[config.mk]
export PLATFORM = sky130hd
export DESIGN_NAME = three_axis_pid_hold_controller
export DESIGN_NICKNAME = d
export VERILOG_FILES = /design/src/hw/rtl/tapid_pkg.sv /design/src/hw/rtl/tapid_div.sv /design/src/hw/rtl/tapid_datapath.sv /design/src/hw/rtl/tapid_ctrl.sv /design/src/hw/rtl/three_axis_pid_hold_controller.sv
export SDC_FILE = /design/constraint.sdc
export NUM_CORES = 2
export LEC_CHECK = 0
export ABC_AREA = 1
export BUFFER_PORTS_ARGS = -buffer_cell sky130_fd_sc_hd__buf_2
export CORE_MARGIN = 2
export CORE_UTILIZATION = 30
export DETAILED_ROUTE_END_ITERATION = 8
export PLACE_DENSITY_LB_ADDON = 0.08
export SLEW_MARGIN = 0
export SYNTH_ARGS = -nofsm -noshare
export SYNTH_HDL_FRONTEND = slang
export SYNTH_HIERARCHICAL = 1
export SYNTH_SLANG_ARGS = --single-unit
export TNS_END_PERCENT = 100
[constraint.sdc]
create_clock -name aclk -period 13.65 [get_ports aclk]
set_clock_uncertainty 0.15 [all_clocks]
set_input_delay 1.365 -clock aclk [delete_from_list [all_inputs] [get_ports aclk]]
set_output_delay 1.365 -clock aclk [all_outputs]
set_load 0.01 [all_outputs]
[src/hw/rtl/tapid_pkg.sv]
package tapid_pkg;

    // Field widths
    localparam int ALT_W = 20;
    localparam int SPD_W = 13;
    localparam int HDG_W = 15;
    localparam int DT_W = 13;
    localparam int CLIMB_W = 16;
    localparam int ACCEL_W = 9;
    localparam int TURN_W = 11;
    localparam int CMD_W = 16;

    // Configuration port
    localparam int CFG_IDX_W = 3;
    localparam int CFG_DATA_W = 20;
    localparam logic [CFG_IDX_W-1:0] CFG_TALT = 3'd0;
    localparam logic [CFG_IDX_W-1:0] CFG_TSPD = 3'd1;
    localparam logic [CFG_IDX_W-1:0] CFG_THDG = 3'd2;
    localparam logic [CFG_IDX_W-1:0] CFG_TICK = 3'd3;
    localparam logic [CFG_IDX_W-1:0] CFG_ENG = 3'd4;
    localparam logic [DT_W-1:0] TICK_RESET = 13'd1024;

    // Datapath widths
    localparam int ERR_W = 24;
    localparam int INT_W = 32;
    localparam int ISUM_W = 46;
    localparam int OPA_W = 27;
    localparam int OPB_W = 18;
    localparam int PROD_W = OPA_W + OPB_W;
    localparam int ACC_W = 60;
    localparam int Q_SH = 26;
    localparam int DER_SH = 21;
    localparam int DIVN_W = 58;
    localparam int DIVM_W = DIVN_W - 1;
    localparam int DIVD_W = 17;
    localparam int DCNT_W = $clog2(DIVM_W + 1);

    // Physical constants
    localparam int ALT_MAX = 800000;
    localparam int SPD_MAX = 8000;
    localparam int HDG_FULL = 23040;
    localparam int HDG_HALF = 11520;
    localparam int ALT_DIV = 61440;
    localparam int SPD_RND = 512;
    localparam int RATE_SH = 10;

    // Altitude step: floor((x + 30720) / 4096), then divide by 15 by reciprocal
    localparam int ALT_RND = 30720;
    localparam int ALT_PRE_SH = 12;
    localparam int ALT_QBIAS = 4370;
    localparam int ALT_UBIAS = 65550;    // 15 * ALT_QBIAS keeps the dividend positive
    localparam int AQ_W = 18;
    localparam int ALT_REC = 279621;     // ceil(2^22 / 15)
    localparam int ALT_REC_SH = 22;
    localparam int AQP_W = 37;

    // Datapath operations
    localparam int OP_W = 4;
    localparam logic [OP_W-1:0] OP_NOP = 4'd0;
    localparam logic [OP_W-1:0] OP_ERR = 4'd1;
    localparam logic [OP_W-1:0] OP_MEDT = 4'd2;
    localparam logic [OP_W-1:0] OP_INT = 4'd3;
    localparam logic [OP_W-1:0] OP_P = 4'd4;
    localparam logic [OP_W-1:0] OP_I = 4'd5;
    localparam logic [OP_W-1:0] OP_DST = 4'd6;
    localparam logic [OP_W-1:0] OP_D = 4'd7;
    localparam logic [OP_W-1:0] OP_OUT = 4'd8;
    localparam logic [OP_W-1:0] OP_MC = 4'd9;
    localparam logic [OP_W-1:0] OP_NAS = 4'd10;
    localparam logic [OP_W-1:0] OP_NS = 4'd11;
    localparam logic [OP_W-1:0] OP_NH = 4'd12;
    localparam logic [OP_W-1:0] OP_NA = 4'd13;
    localparam logic [OP_W-1:0] OP_FIN = 4'd14;

    // Loop numbers
    localparam logic [1:0] LOOP_ALT = 2'd0;
    localparam logic [1:0] LOOP_SPD = 2'd1;
    localparam logic [1:0] LOOP_HDG = 2'd2;

    typedef struct packed {
        logic            in_load;
        logic [OP_W-1:0] op;
        logic [1:0]      loop;
    } tapid_cmd_t;

    typedef struct packed {
        logic engaged;
        logic first_tick;
        logic div_busy;
        logic div_done;
    } tapid_stat_t;

    // Q16 gains
    function automatic logic signed [OPB_W-1:0] kp_of(input logic [1:0] k);
        case (k)
            LOOP_ALT: kp_of = 18'sd22938;
            LOOP_SPD: kp_of = 18'sd78643;
            default:  kp_of = 18'sd32768;
        endcase
    endfunction

    function automatic logic signed [OPB_W-1:0] ki_of(input logic [1:0] k);
        case (k)
            LOOP_ALT: ki_of = 18'sd655;
            LOOP_SPD: ki_of = 18'sd3277;
            default:  ki_of = 18'sd0;
        endcase
    endfunction

    function automatic logic signed [OPB_W-1:0] kd_of(input logic [1:0] k);
        case (k)
            LOOP_ALT: kd_of = 18'sd7864;
            LOOP_SPD: kd_of = 18'sd6554;
            default:  kd_of = 18'sd9830;
        endcase
    endfunction

    // Integrator limit, error unit times 1/1024 s
    function automatic logic signed [ISUM_W-1:0] ilim_of(input logic [1:0] k);
        case (k)
            LOOP_HDG: ilim_of = 46'sd32768000;
            default:  ilim_of = 46'sd8192000;
        endcase
    endfunction

    // Command limit in Q26
    function automatic logic signed [ACC_W-1:0] olim_of(input logic [1:0] k);
        case (k)
            LOOP_ALT: olim_of = 60'sd32000 <<< Q_SH;
            LOOP_SPD: olim_of = 60'sd240 <<< Q_SH;
            default:  olim_of = 60'sd640 <<< Q_SH;
        endcase
    endfunction

endpackage

[src/hw/rtl/tapid_div.sv]
module tapid_div
    import tapid_pkg::*;
(
    input  logic                     aclk,
    input  logic                     aresetn,
    input  logic                     start,
    input  logic signed [DIVN_W-1:0] num,
    input  logic [DIVD_W-1:0]        den,
    output logic                     busy,
    output logic                     done,
    output logic signed [DIVN_W-1:0] quo
);

    logic              busy_reg, busy_next;
    logic              done_reg, done_next;
    logic [DCNT_W-1:0] cnt_reg, cnt_next;
    logic              neg_reg, neg_next;
    logic [DIVM_W-1:0] sh_reg, sh_next;
    logic [DIVD_W-1:0] rem_reg, rem_next;
    logic [DIVD_W-1:0] den_reg, den_next;
    logic [DIVD_W:0]   rem_sh;
    logic [DIVD_W:0]   rem_sub;

    // One quotient bit per cycle, restoring; negative numerators use ~N
    always_comb begin
        busy_next = busy_reg;
        done_next = 1'b0;
        cnt_next = cnt_reg;
        neg_next = neg_reg;
        sh_next = sh_reg;
        rem_next = rem_reg;
        den_next = den_reg;
        rem_sh = {rem_reg, sh_reg[DIVM_W-1]};
        rem_sub = rem_sh - {1'b0, den_reg};
        if (start) begin
            busy_next = 1'b1;
            cnt_next = DCNT_W'(DIVM_W);
            neg_next = num[DIVN_W-1];
            sh_next = num[DIVN_W-1] ? ~num[DIVM_W-1:0] : num[DIVM_W-1:0];
            rem_next = '0;
            den_next = den;
        end else if (busy_reg) begin
            if (!rem_sub[DIVD_W]) begin
                rem_next = rem_sub[DIVD_W-1:0];
                sh_next = {sh_reg[DIVM_W-2:0], 1'b1};
            end else begin
                rem_next = rem_sh[DIVD_W-1:0];
                sh_next = {sh_reg[DIVM_W-2:0], 1'b0};
            end
            cnt_next = cnt_reg - 1'b1;
            if (cnt_reg == DCNT_W'(1)) begin
                busy_next = 1'b0;
                done_next = 1'b1;
            end
        end
    end

    always_ff @(posedge aclk) begin
        if (!aresetn) begin
            busy_reg <= 1'b0;
            done_reg <= 1'b0;
            cnt_reg <= '0;
        end else begin
            busy_reg <= busy_next;
            done_reg <= done_next;
            cnt_reg <= cnt_next;
        end
        neg_reg <= neg_next;
        sh_reg <= sh_next;
        rem_reg <= rem_next;
        den_reg <= den_next;
    end

    assign busy = busy_reg;
    assign done = done_reg;
    assign quo = neg_reg ? ~$signed({1'b0, sh_reg}) : $signed({1'b0, sh_reg});

endmodule

[src/hw/rtl/tapid_datapath.sv]
module tapid_datapath
    import tapid_pkg::*;
(
    input  logic                      aclk,
    input  logic                      aresetn,
    input  tapid_cmd_t                cmd,
    output tapid_stat_t               stat,
    input  logic                      cfg_we,
    input  logic [CFG_IDX_W-1:0]      cfg_index,
    input  logic [CFG_DATA_W-1:0]     cfg_data,
    input  logic [ALT_W-1:0]          in_alt,
    input  logic [SPD_W-1:0]          in_spd,
    input  logic [HDG_W-1:0]          in_hdg,
    output logic signed [CLIMB_W-1:0] out_climb,
    output logic signed [ACCEL_W-1:0] out_accel,
    output logic signed [TURN_W-1:0]  out_turn,
    output logic [ALT_W-1:0]          out_alt,
    output logic [SPD_W-1:0]          out_spd,
    output logic [HDG_W-1:0]          out_hdg,
    output logic                      out_active
);

    // Configuration and loop state
    logic [ALT_W-1:0]        talt_reg;
    logic [SPD_W-1:0]        tspd_reg;
    logic [HDG_W-1:0]        thdg_reg;
    logic [DT_W-1:0]         tick_reg;
    logic                    eng_reg;
    logic signed [INT_W-1:0] integ_reg [3];
    logic signed [ERR_W-1:0] prev_reg [3];
    logic                    first_reg;

    // Working registers
    logic [ALT_W-1:0]         alt_reg;
    logic [SPD_W-1:0]         spd_reg;
    logic [HDG_W-1:0]         hdg_reg;
    logic signed [ERR_W-1:0]  e_reg;
    logic signed [OPA_W-1:0]  i_reg;
    logic signed [PROD_W-1:0] prod_reg;
    logic signed [ACC_W-1:0]  acc_reg;
    logic signed [CMD_W-1:0]  cmdv_reg [3];
    logic [ALT_W-1:0]         na_reg;
    logic [SPD_W-1:0]         ns_reg;
    logic [HDG_W-1:0]         nh_reg;
    logic [AQ_W-1:0]          aq_reg;

    // Result registers
    logic signed [CLIMB_W-1:0] oclimb_reg;
    logic signed [ACCEL_W-1:0] oaccel_reg;
    logic signed [TURN_W-1:0]  oturn_reg;
    logic [ALT_W-1:0]          oalt_reg;
    logic [SPD_W-1:0]          ospd_reg;
    logic [HDG_W-1:0]          ohdg_reg;
    logic                      oact_reg;

    logic [DT_W-1:0]          dt_eff;
    logic signed [ERR_W-1:0]  err_sel;
    logic [17:0]              hv, hw;
    logic signed [OPA_W-1:0]  diff;
    logic signed [OPA_W-1:0]  mul_a;
    logic signed [OPB_W-1:0]  mul_b;
    logic signed [OPB_W-1:0]  dt_op;
    logic signed [ISUM_W-1:0] isum, ilim, iclamp;
    logic signed [ACC_W-1:0]  olim, aclamp, around;
    logic                     div_start;
    logic signed [DIVN_W-1:0] div_num, div_q;
    logic [DIVD_W-1:0]        div_den;
    logic                     div_busy, div_done;
    logic signed [31:0]       rate_t, nsum, nhsum, nasum;
    logic signed [31:0]       ysum;
    logic [AQP_W-1:0]         aq_prod;
    logic [SPD_W-1:0]         ns_val;
    logic [HDG_W-1:0]         nh_val;
    logic [ALT_W-1:0]         na_val;
    logic                     cfg_hit;

    assign dt_eff = (tick_reg == '0) ? DT_W'(1) : tick_reg;
    assign dt_op = OPB_W'($signed({1'b0, dt_eff}));
    assign cfg_hit = cfg_we && (cfg_index inside {[CFG_TALT:CFG_ENG]});

    // Loop error; heading takes the short way round
    always_comb begin
        hv = 18'(thdg_reg) - 18'(hdg_reg) + 18'(HDG_FULL + HDG_HALF);
        if (hv >= 18'(2 * HDG_FULL)) begin
            hw = hv - 18'(2 * HDG_FULL);
        end else if (hv >= 18'(HDG_FULL)) begin
            hw = hv - 18'(HDG_FULL);
        end else begin
            hw = hv;
        end
        case (cmd.loop)
            LOOP_ALT: err_sel = ERR_W'($signed({1'b0, talt_reg}))
                - ERR_W'($signed({1'b0, alt_reg}));
            LOOP_SPD: err_sel = ERR_W'($signed({1'b0, tspd_reg}))
                - ERR_W'($signed({1'b0, spd_reg}));
            default:  err_sel = ERR_W'($signed({1'b0, hw})) - ERR_W'(HDG_HALF);
        endcase
    end

    assign diff = OPA_W'(e_reg) - OPA_W'(prev_reg[cmd.loop]);

    // Shared multiplier operand select
    always_comb begin
        case (cmd.op)
            OP_INT: begin
                mul_a = OPA_W'(e_reg);
                mul_b = kp_of(cmd.loop);
            end
            OP_P: begin
                mul_a = i_reg;
                mul_b = ki_of(cmd.loop);
            end
            OP_I: begin
                mul_a = diff;
                mul_b = kd_of(cmd.loop);
            end
            OP_MC: begin
                mul_a = OPA_W'(cmdv_reg[0]);
                mul_b = dt_op;
            end
            OP_NAS: begin
                mul_a = OPA_W'(cmdv_reg[1]);
                mul_b = dt_op;
            end
            OP_NS: begin
                mul_a = OPA_W'(cmdv_reg[2]);
                mul_b = dt_op;
            end
            default: begin
                mul_a = OPA_W'(e_reg);
                mul_b = dt_op;
            end
        endcase
    end

    // Integrator clamp and command clamp with rounding
    always_comb begin
        isum = ISUM_W'(integ_reg[cmd.loop]) + ISUM_W'(prod_reg);
        ilim = ilim_of(cmd.loop);
        if (isum > ilim) begin
            iclamp = ilim;
        end else if (isum < -ilim) begin
            iclamp = -ilim;
        end else begin
            iclamp = isum;
        end
        olim = olim_of(cmd.loop);
        if (acc_reg > olim) begin
            aclamp = olim;
        end else if (acc_reg < -olim) begin
            aclamp = -olim;
        end else begin
            aclamp = acc_reg;
        end
        around = aclamp + (ACC_W'(1) <<< (Q_SH - 1));
    end

    // Divider operands: derivative term over the tick period
    always_comb begin
        div_start = (cmd.op == OP_DST);
        div_num = (DIVN_W'(prod_reg) <<< DER_SH) + DIVN_W'($signed({1'b0, dt_eff}));
        div_den = DIVD_W'({dt_eff, 1'b0});
    end

    tapid_div u_div (
        .aclk    (aclk),
        .aresetn (aresetn),
        .start   (div_start),
        .num     (div_num),
        .den     (div_den),
        .busy    (div_busy),
        .done    (div_done),
        .quo     (div_q)
    );

    // Integrate the commands over one tick
    always_comb begin
        rate_t = (32'(prod_reg) + 32'sd512) >>> RATE_SH;
        nsum = 32'($signed({1'b0, spd_reg})) + rate_t;
        if (nsum < 0) begin
            ns_val = '0;
        end else if (nsum > SPD_MAX) begin
            ns_val = SPD_W'(SPD_MAX);
        end else begin
            ns_val = nsum[SPD_W-1:0];
        end
        nhsum = 32'($signed({1'b0, hdg_reg})) + rate_t;
        if (nhsum < 0) begin
            nh_val = HDG_W'(nhsum + HDG_FULL);
        end else if (nhsum >= HDG_FULL) begin
            nh_val = HDG_W'(nhsum - HDG_FULL);
        end else begin
            nh_val = nhsum[HDG_W-1:0];
        end
        // altitude step: biased coarse quotient, then divide by 15
        ysum = 32'(prod_reg) + 32'(ALT_RND);
        aq_prod = AQP_W'(aq_reg) * AQP_W'(ALT_REC);
        nasum = 32'($signed({1'b0, alt_reg}))
            + 32'($signed({1'b0, aq_prod[AQP_W-1:ALT_REC_SH]})) - 32'(ALT_QBIAS);
        if (nasum < 0) begin
            na_val = '0;
        end else if (nasum > ALT_MAX) begin
            na_val = ALT_W'(ALT_MAX);
        end else begin
            na_val = nasum[ALT_W-1:0];
        end
    end

    // Configuration and loop state
    always_ff @(posedge aclk) begin
        if (!aresetn) begin
            talt_reg <= '0;
            tspd_reg <= '0;
            thdg_reg <= '0;
            tick_reg <= TICK_RESET;
            eng_reg <= 1'b0;
            first_reg <= 1'b1;
            for (int k = 0; k < 3; k++) begin
                integ_reg[k] <= '0;
                prev_reg[k] <= '0;
            end
        end else if (cfg_hit) begin
            case (cfg_index)
                CFG_TALT: talt_reg <= cfg_data[ALT_W-1:0];
                CFG_TSPD: tspd_reg <= cfg_data[SPD_W-1:0];
                CFG_THDG: thdg_reg <= cfg_data[HDG_W-1:0];
                CFG_TICK: tick_reg <= cfg_data[DT_W-1:0];
                default:  eng_reg <= cfg_data[0];
            endcase
            first_reg <= 1'b1;
            for (int k = 0; k < 3; k++) begin
                integ_reg[k] <= '0;
                prev_reg[k] <= '0;
            end
        end else begin
            if (cmd.op == OP_INT) begin
                integ_reg[cmd.loop] <= INT_W'(iclamp);
            end
            if (cmd.op == OP_OUT) begin
                prev_reg[cmd.loop] <= e_reg;
            end
            if (cmd.op == OP_FIN && eng_reg) begin
                first_reg <= 1'b0;
            end
        end
    end

    // Working registers
    always_ff @(posedge aclk) begin
        if (cmd.in_load) begin
            alt_reg <= in_alt;
            spd_reg <= in_spd;
            hdg_reg <= in_hdg;
        end
        prod_reg <= mul_a * mul_b;
        case (cmd.op)
            OP_ERR: e_reg <= err_sel;
            OP_INT: i_reg <= OPA_W'(iclamp);
            OP_P:   acc_reg <= ACC_W'(prod_reg) <<< RATE_SH;
            OP_I:   acc_reg <= acc_reg + ACC_W'(prod_reg);
            OP_D:   acc_reg <= acc_reg + ACC_W'(div_q);
            OP_OUT: cmdv_reg[cmd.loop] <= around[CMD_W+Q_SH-1:Q_SH];
            OP_NAS: aq_reg <= AQ_W'((ysum >>> ALT_PRE_SH) + ALT_UBIAS);
            OP_NS:  ns_reg <= ns_val;
            OP_NH:  nh_reg <= nh_val;
            OP_NA:  na_reg <= na_val;
            default: ;
        endcase
    end

    // Result registers
    always_ff @(posedge aclk) begin
        if (cmd.op == OP_FIN) begin
            if (eng_reg) begin
                oclimb_reg <= cmdv_reg[0];
                oaccel_reg <= ACCEL_W'(cmdv_reg[1]);
                oturn_reg <= TURN_W'(cmdv_reg[2]);
                oalt_reg <= na_reg;
                ospd_reg <= ns_reg;
                ohdg_reg <= nh_reg;
                oact_reg <= 1'b1;
            end else begin
                oclimb_reg <= '0;
                oaccel_reg <= '0;
                oturn_reg <= '0;
                oalt_reg <= alt_reg;
                ospd_reg <= spd_reg;
                ohdg_reg <= hdg_reg;
                oact_reg <= 1'b0;
            end
        end
    end

    assign out_climb = oclimb_reg;
    assign out_accel = oaccel_reg;
    assign out_turn = oturn_reg;
    assign out_alt = oalt_reg;
    assign out_spd = ospd_reg;
    assign out_hdg = ohdg_reg;
    assign out_active = oact_reg;

    assign stat.engaged = eng_reg;
    assign stat.first_tick = first_reg;
    assign stat.div_busy = div_busy;
    assign stat.div_done = div_done;

endmodule

[src/hw/rtl/tapid_ctrl.sv]
module tapid_ctrl
    import tapid_pkg::*;
(
    input  logic        aclk,
    input  logic        aresetn,
    input  logic        s_valid,
    output logic        s_ready,
    output logic        m_valid,
    input  logic        m_ready,
    input  tapid_stat_t stat,
    output tapid_cmd_t  cmd
);

    localparam logic [4:0] S_IDLE  = 5'd0;
    localparam logic [4:0] S_ERR   = 5'd1;
    localparam logic [4:0] S_MEDT  = 5'd2;
    localparam logic [4:0] S_INT   = 5'd3;
    localparam logic [4:0] S_P     = 5'd4;
    localparam logic [4:0] S_I     = 5'd5;
    localparam logic [4:0] S_DST   = 5'd6;
    localparam logic [4:0] S_DWAIT = 5'd7;
    localparam logic [4:0] S_D     = 5'd8;
    localparam logic [4:0] S_OUT   = 5'd9;
    localparam logic [4:0] S_MC    = 5'd10;
    localparam logic [4:0] S_NAS   = 5'd11;
    localparam logic [4:0] S_NS    = 5'd12;
    localparam logic [4:0] S_NH    = 5'd13;
    localparam logic [4:0] S_NA    = 5'd15;
    localparam logic [4:0] S_FIN   = 5'd16;

    logic [4:0] state_reg, state_next;
    logic [1:0] loop_reg, loop_next;
    logic       mv_reg, mv_next;
    logic       accept;
    logic       fin_go;

    assign s_ready = (state_reg == S_IDLE);
    assign accept = s_valid && s_ready;
    assign fin_go = (state_reg == S_FIN) && (!mv_reg || m_ready);

    // Sequence the three loops, then the state integration
    always_comb begin
        state_next = state_reg;
        loop_next = loop_reg;
        cmd.in_load = accept;
        cmd.loop = loop_reg;
        cmd.op = OP_NOP;
        case (state_reg)
            S_IDLE: begin
                loop_next = LOOP_ALT;
                if (accept) begin
                    state_next = stat.engaged ? S_ERR : S_FIN;
                end
            end
            S_ERR: begin
                cmd.op = OP_ERR;
                state_next = S_MEDT;
            end
            S_MEDT: begin
                cmd.op = OP_MEDT;
                state_next = S_INT;
            end
            S_INT: begin
                cmd.op = OP_INT;
                state_next = S_P;
            end
            S_P: begin
                cmd.op = OP_P;
                state_next = S_I;
            end
            S_I: begin
                cmd.op = OP_I;
                state_next = stat.first_tick ? S_OUT : S_DST;
            end
            S_DST: begin
                cmd.op = OP_DST;
                state_next = S_DWAIT;
            end
            S_DWAIT: begin
                if (stat.div_done) begin
                    state_next = S_D;
                end
            end
            S_D: begin
                cmd.op = OP_D;
                state_next = S_OUT;
            end
            S_OUT: begin
                cmd.op = OP_OUT;
                if (loop_reg == LOOP_HDG) begin
                    state_next = S_MC;
                end else begin
                    loop_next = loop_reg + 1'b1;
                    state_next = S_ERR;
                end
            end
            S_MC: begin
                cmd.op = OP_MC;
                state_next = S_NAS;
            end
            S_NAS: begin
                cmd.op = OP_NAS;
                state_next = S_NS;
            end
            S_NS: begin
                cmd.op = OP_NS;
                state_next = S_NH;
            end
            S_NH: begin
                cmd.op = OP_NH;
                state_next = S_NA;
            end
            S_NA: begin
                cmd.op = OP_NA;
                state_next = S_FIN;
            end
            S_FIN: begin
                if (fin_go) begin
                    cmd.op = OP_FIN;
                    state_next = S_IDLE;
                end
            end
            default: state_next = S_IDLE;
        endcase
    end

    // Hold the result until taken; a new result wins over the drop
    always_comb begin
        mv_next = mv_reg;
        if (fin_go) begin
            mv_next = 1'b1;
        end else if (m_ready) begin
            mv_next = 1'b0;
        end
    end

    always_ff @(posedge aclk) begin
        if (!aresetn) begin
            state_reg <= S_IDLE;
            loop_reg <= LOOP_ALT;
            mv_reg <= 1'b0;
        end else begin
            state_reg <= state_next;
            loop_reg <= loop_next;
            mv_reg <= mv_next;
        end
    end

    assign m_valid = mv_reg;

    a_div_free: assert property (@(posedge aclk) disable iff (!aresetn)
        (cmd.op == OP_DST) |-> !stat.div_busy)
        else $error("divider started while busy");

    a_fin_valid: assert property (@(posedge aclk) disable iff (!aresetn)
        (cmd.op == OP_FIN) |=> m_valid)
        else $error("result not presented after finish");

    a_load_start: assert property (@(posedge aclk) disable iff (!aresetn)
        cmd.in_load |=> (state_reg == S_ERR || state_reg == S_FIN))
        else $error("accepted item did not start processing");

    a_wait_busy: assert property (@(posedge aclk) disable iff (!aresetn)
        (state_reg == S_DWAIT && !stat.div_done) |-> stat.div_busy)
        else $error("waiting on an idle divider");

endmodule

[src/hw/rtl/three_axis_pid_hold_controller.sv]
// Three-axis altitude, airspeed and heading hold: three PID loops sharing one
// tick period, with integrator clamping and command limiting.
//
// Channels: s_* takes one item of measured altitude, speed and heading; m_*
// returns one result item per input item (three commands, the integrated next
// altitude, speed and heading, and loops_active). cfg_* writes the setpoints,
// tick period and engage bit; any write to a valid index clears the loop
// state. cfg_ready is always high; write only while the block is idle.
//
// Disengaged, an accepted item goes straight to the finish state. Engaged, the
// first tick after a clear skips the derivative term; later ticks wait on the
// bit-serial divide of each loop's derivative term by the tick period. One
// item is in work at a time; the next is taken once the result is registered.
//
// Reset: setpoints 0, tick period 1024, disengaged, loop state cleared.
// If the receiver stalls, the result holds in the output register; a new item
// may be accepted and worked, finishing only once the held result is taken.
module three_axis_pid_hold_controller
    import tapid_pkg::*;
(
    input  logic                      aclk,
    input  logic                      aresetn,
    input  logic                      s_valid,
    output logic                      s_ready,
    input  logic [ALT_W-1:0]          s_measured_altitude,
    input  logic [SPD_W-1:0]          s_measured_speed,
    input  logic [HDG_W-1:0]          s_measured_heading,
    output logic                      m_valid,
    input  logic                      m_ready,
    output logic signed [CLIMB_W-1:0] m_climb_command,
    output logic signed [ACCEL_W-1:0] m_accel_command,
    output logic signed [TURN_W-1:0]  m_turn_command,
    output logic [ALT_W-1:0]          m_next_altitude,
    output logic [SPD_W-1:0]          m_next_speed,
    output logic [HDG_W-1:0]          m_next_heading,
    output logic                      m_loops_active,
    input  logic                      cfg_valid,
    output logic                      cfg_ready,
    input  logic [CFG_IDX_W-1:0]      cfg_index,
    input  logic [CFG_DATA_W-1:0]     cfg_data
);

    tapid_cmd_t  cmd;
    tapid_stat_t stat;

    assign cfg_ready = 1'b1;

    tapid_ctrl u_ctrl (
        .aclk    (aclk),
        .aresetn (aresetn),
        .s_valid (s_valid),
        .s_ready (s_ready),
        .m_valid (m_valid),
        .m_ready (m_ready),
        .stat    (stat),
        .cmd     (cmd)
    );

    tapid_datapath u_dp (
        .aclk       (aclk),
        .aresetn    (aresetn),
        .cmd        (cmd),
        .stat       (stat),
        .cfg_we     (cfg_valid && cfg_ready),
        .cfg_index  (cfg_index),
        .cfg_data   (cfg_data),
        .in_alt     (s_measured_altitude),
        .in_spd     (s_measured_speed),
        .in_hdg     (s_measured_heading),
        .out_climb  (m_climb_command),
        .out_accel  (m_accel_command),
        .out_turn   (m_turn_command),
        .out_alt    (m_next_altitude),
        .out_spd    (m_next_speed),
        .out_hdg    (m_next_heading),
        .out_active (m_loops_active)
    );

endmodule

==> out/summary.txt <==
Worst EP arrival: 12.37 ns
Iter 0 DRT Violations: 3696
Max Cap Viol: 0
Max VDD drop: 179 uV
clk_lat worst skew: 0.77 ns
CTS Buffer Depth: 3
Switch Pwr: 0.00965 W
full die area: 233000 um2
CP Class: in2reg
Core Rows: 175
clock sinks: 783
H-tree Lvls: 3
Die Wd: 483 um
share of post-route cells with drive strength above 1: 7.09%
final period utilization: 86.8%
CP Launch Type: input port
Max Slew Vio Count: 0
hold path depth: 2
worst hold path type: reg2reg
P per Cell Area: 242 nW/um2
IO buf count: 162
Hold EP: u_dp/first_reg
hold_sp: u_dp/first_reg
gr usage total: 22.0%
worst slew pin tran: 1.48 ns
slowest cell on the critical path: o22ai_1
cell count after synthesis: 8216
number of global-route vias before repair: 56943
WL met1: 114 mm
Reg power frac: 18.7%
vias per inst: 4.87
final setup fails: 0
hold_buf cts: 0
TritonCTS clock tree: built
fmax: 0.0844 GHz
Initial Util: 30.2%
final WL: 258 mm
Leak: 35.6 nW
met2 WL post-DR: 124 mm
RR Startpoint: u_ctrl/state_reg[4]
Max transition margin: 1.63%
clock root buffer: clkbuf_16
first-pass GRT wire length: 378 mm
Post-Syn Area: 68800 um2
Vias: 55902
Setup crit end kind: register
Core Region: 228000 um2
number of CTS-inserted buffers: 96
met3 routed WL: 12.0 mm
Syn. warnings: 6
RePlAce Congestion: 0.893
drt pass-1 iters: 5
R2R setup slack: 1.93 ns
chip height: 483 um
Layout area overhead: 11.4%
status: finished, final reports clean
Final min period: 11.85 ns
wire length per cell: 22.5 um
pin count of the biggest net entering global routing: 90
setup tns final: 0 ns
combinational power share: 67.3%
CP max FO: 28
Clk pwr share: 14.0%
Critical Path RT: 14.17 ns
antenna violations before repair: 18
Reg clk slew, reported paths: 0.06 ns
final hold vios: 0
Residual DRC: 0
Final nets: 9480
Setup Buffers After CTS: 0
internal power: 0.00889 W
sw frac: 52.0%
delay of the slowest critical-path stage: 1.20 ns
io pins: 164
mean post-synth cell area: 8.37 um2
uppermost layer routed: met4
Detailed Place HPWL: 202 mm
reg2reg end: u_dp/prod_reg[35]
GRT Residual Overflow: 0
Total Power: 0.0185 W
Layout fillers: 24170
post-route ant nets: 0
Post-CTS Resized: 0
Register-to-Register Path Depth: 31
max reg flops: 128
unrepaired setup endpoints after global routing: no
final cells by class:
type                    count  area (um2)  share of cell area (%)
multi-input cells        5743       40400                    52.8
flip-flops and latches    783       22100                    28.9
inverters                1490        5600                    7.31
well taps                3009        3760                    4.91
clock buffers             128        2620                    3.42
repair buffers            259        1540                    2.01
clock inverters            54         538                   0.702
diodes                      4        10.0                  0.0131
metal layers:
| metal | track usage, % | vias to the layer above |
|---|---|---|
| met5 | 0 | - |
| met4 | 6.78 | 0 |
| met3 | 2.29 | 279 |
| met2 | 37.5 | 1345 |
| met1 | 29.1 | 27501 |
| li1 | - | 26777 |
per-stage QoR:
stage | worst slack, ns | hold slack, ns | std cells | util, % | cell area, um2
2_1_floorplan | 2.73 | 0.278 | 8238 | - | 68900
3_3_place_gp | 1.06 | 0.297 | 11284 | 32.3 | 73500
3_5_place_dp | 1.11 | 0.294 | 11284 | 32.3 | 73500
4_1_cts | 1.90 | 0.306 | 11466 | 33.6 | 76600
5_1_grt | 1.15 | 0.329 | 11467 | 33.6 | 76600
6_report | 1.80 | 0.305 | 11470 | 33.7 | 76600
placed cells by master, fill, tap and decap left out, drive strengths merged, types with 8 or more instances in the layout:
cell and n:
a211oi 11, a21boi 12, a21o 20, a21oi 425, a221oi 30, a22o 34
a22oi 53, a31oi 47, and2 8, buf 259, clkbuf 128, clkinv 49
conb 24, dfxtp 141, edfxtp 642, fa 496, ha 535, inv 1484
mux2 21, nand2 1510, nand3 330, nand3b 18, nand4 65, nor2 1000
nor3 68, nor4 30, o2111ai 11, o211ai 18, o21a 15, o21ai 459
o21bai 28, o221ai 14, or2 27, xnor2 155, xor2 253
power groups by stage:
stage	sequential [W]	clock [W]	combinational, W
finish	0.00347	0.00260	0.0125
global route	0.00348	0.00277	0.0142
CTS	0.00348	0.00268	0.0127
detailed placement	0.00352	0	0.0126
global placement	0.00352	0	0.0126
floorplan	0.00324	0	0.00893
worst max-delay path by stage:
stage                         from  slack (ns)                end  cells after the start
2_1_floorplan              m_ready        2.73  u_dp/prod_reg[29]                     35
3_3_place_gp               m_ready        1.06  u_dp/prod_reg[44]                     31
3_5_place_dp               m_ready        1.11  u_dp/prod_reg[35]                     31
4_1_cts                    m_ready        1.90  u_dp/prod_reg[35]                     31
5_1_grt        u_ctrl/state_reg[0]        1.15  u_dp/prod_reg[35]                     29
6_report                   m_ready        1.80  u_dp/prod_reg[35]                     31
critical path: cells and delay by family:
family                   cells  cell delay (ns)
AO/OA/AOI/OAI                8             3.42
adder cells (fa/ha/maj)      7             3.33
buffers and inverters        8             2.15
AND/OR/NAND/NOR              7             1.87
XOR/XNOR                     1             0.18
Note: power is estimated with default switching activity, not from simulation.
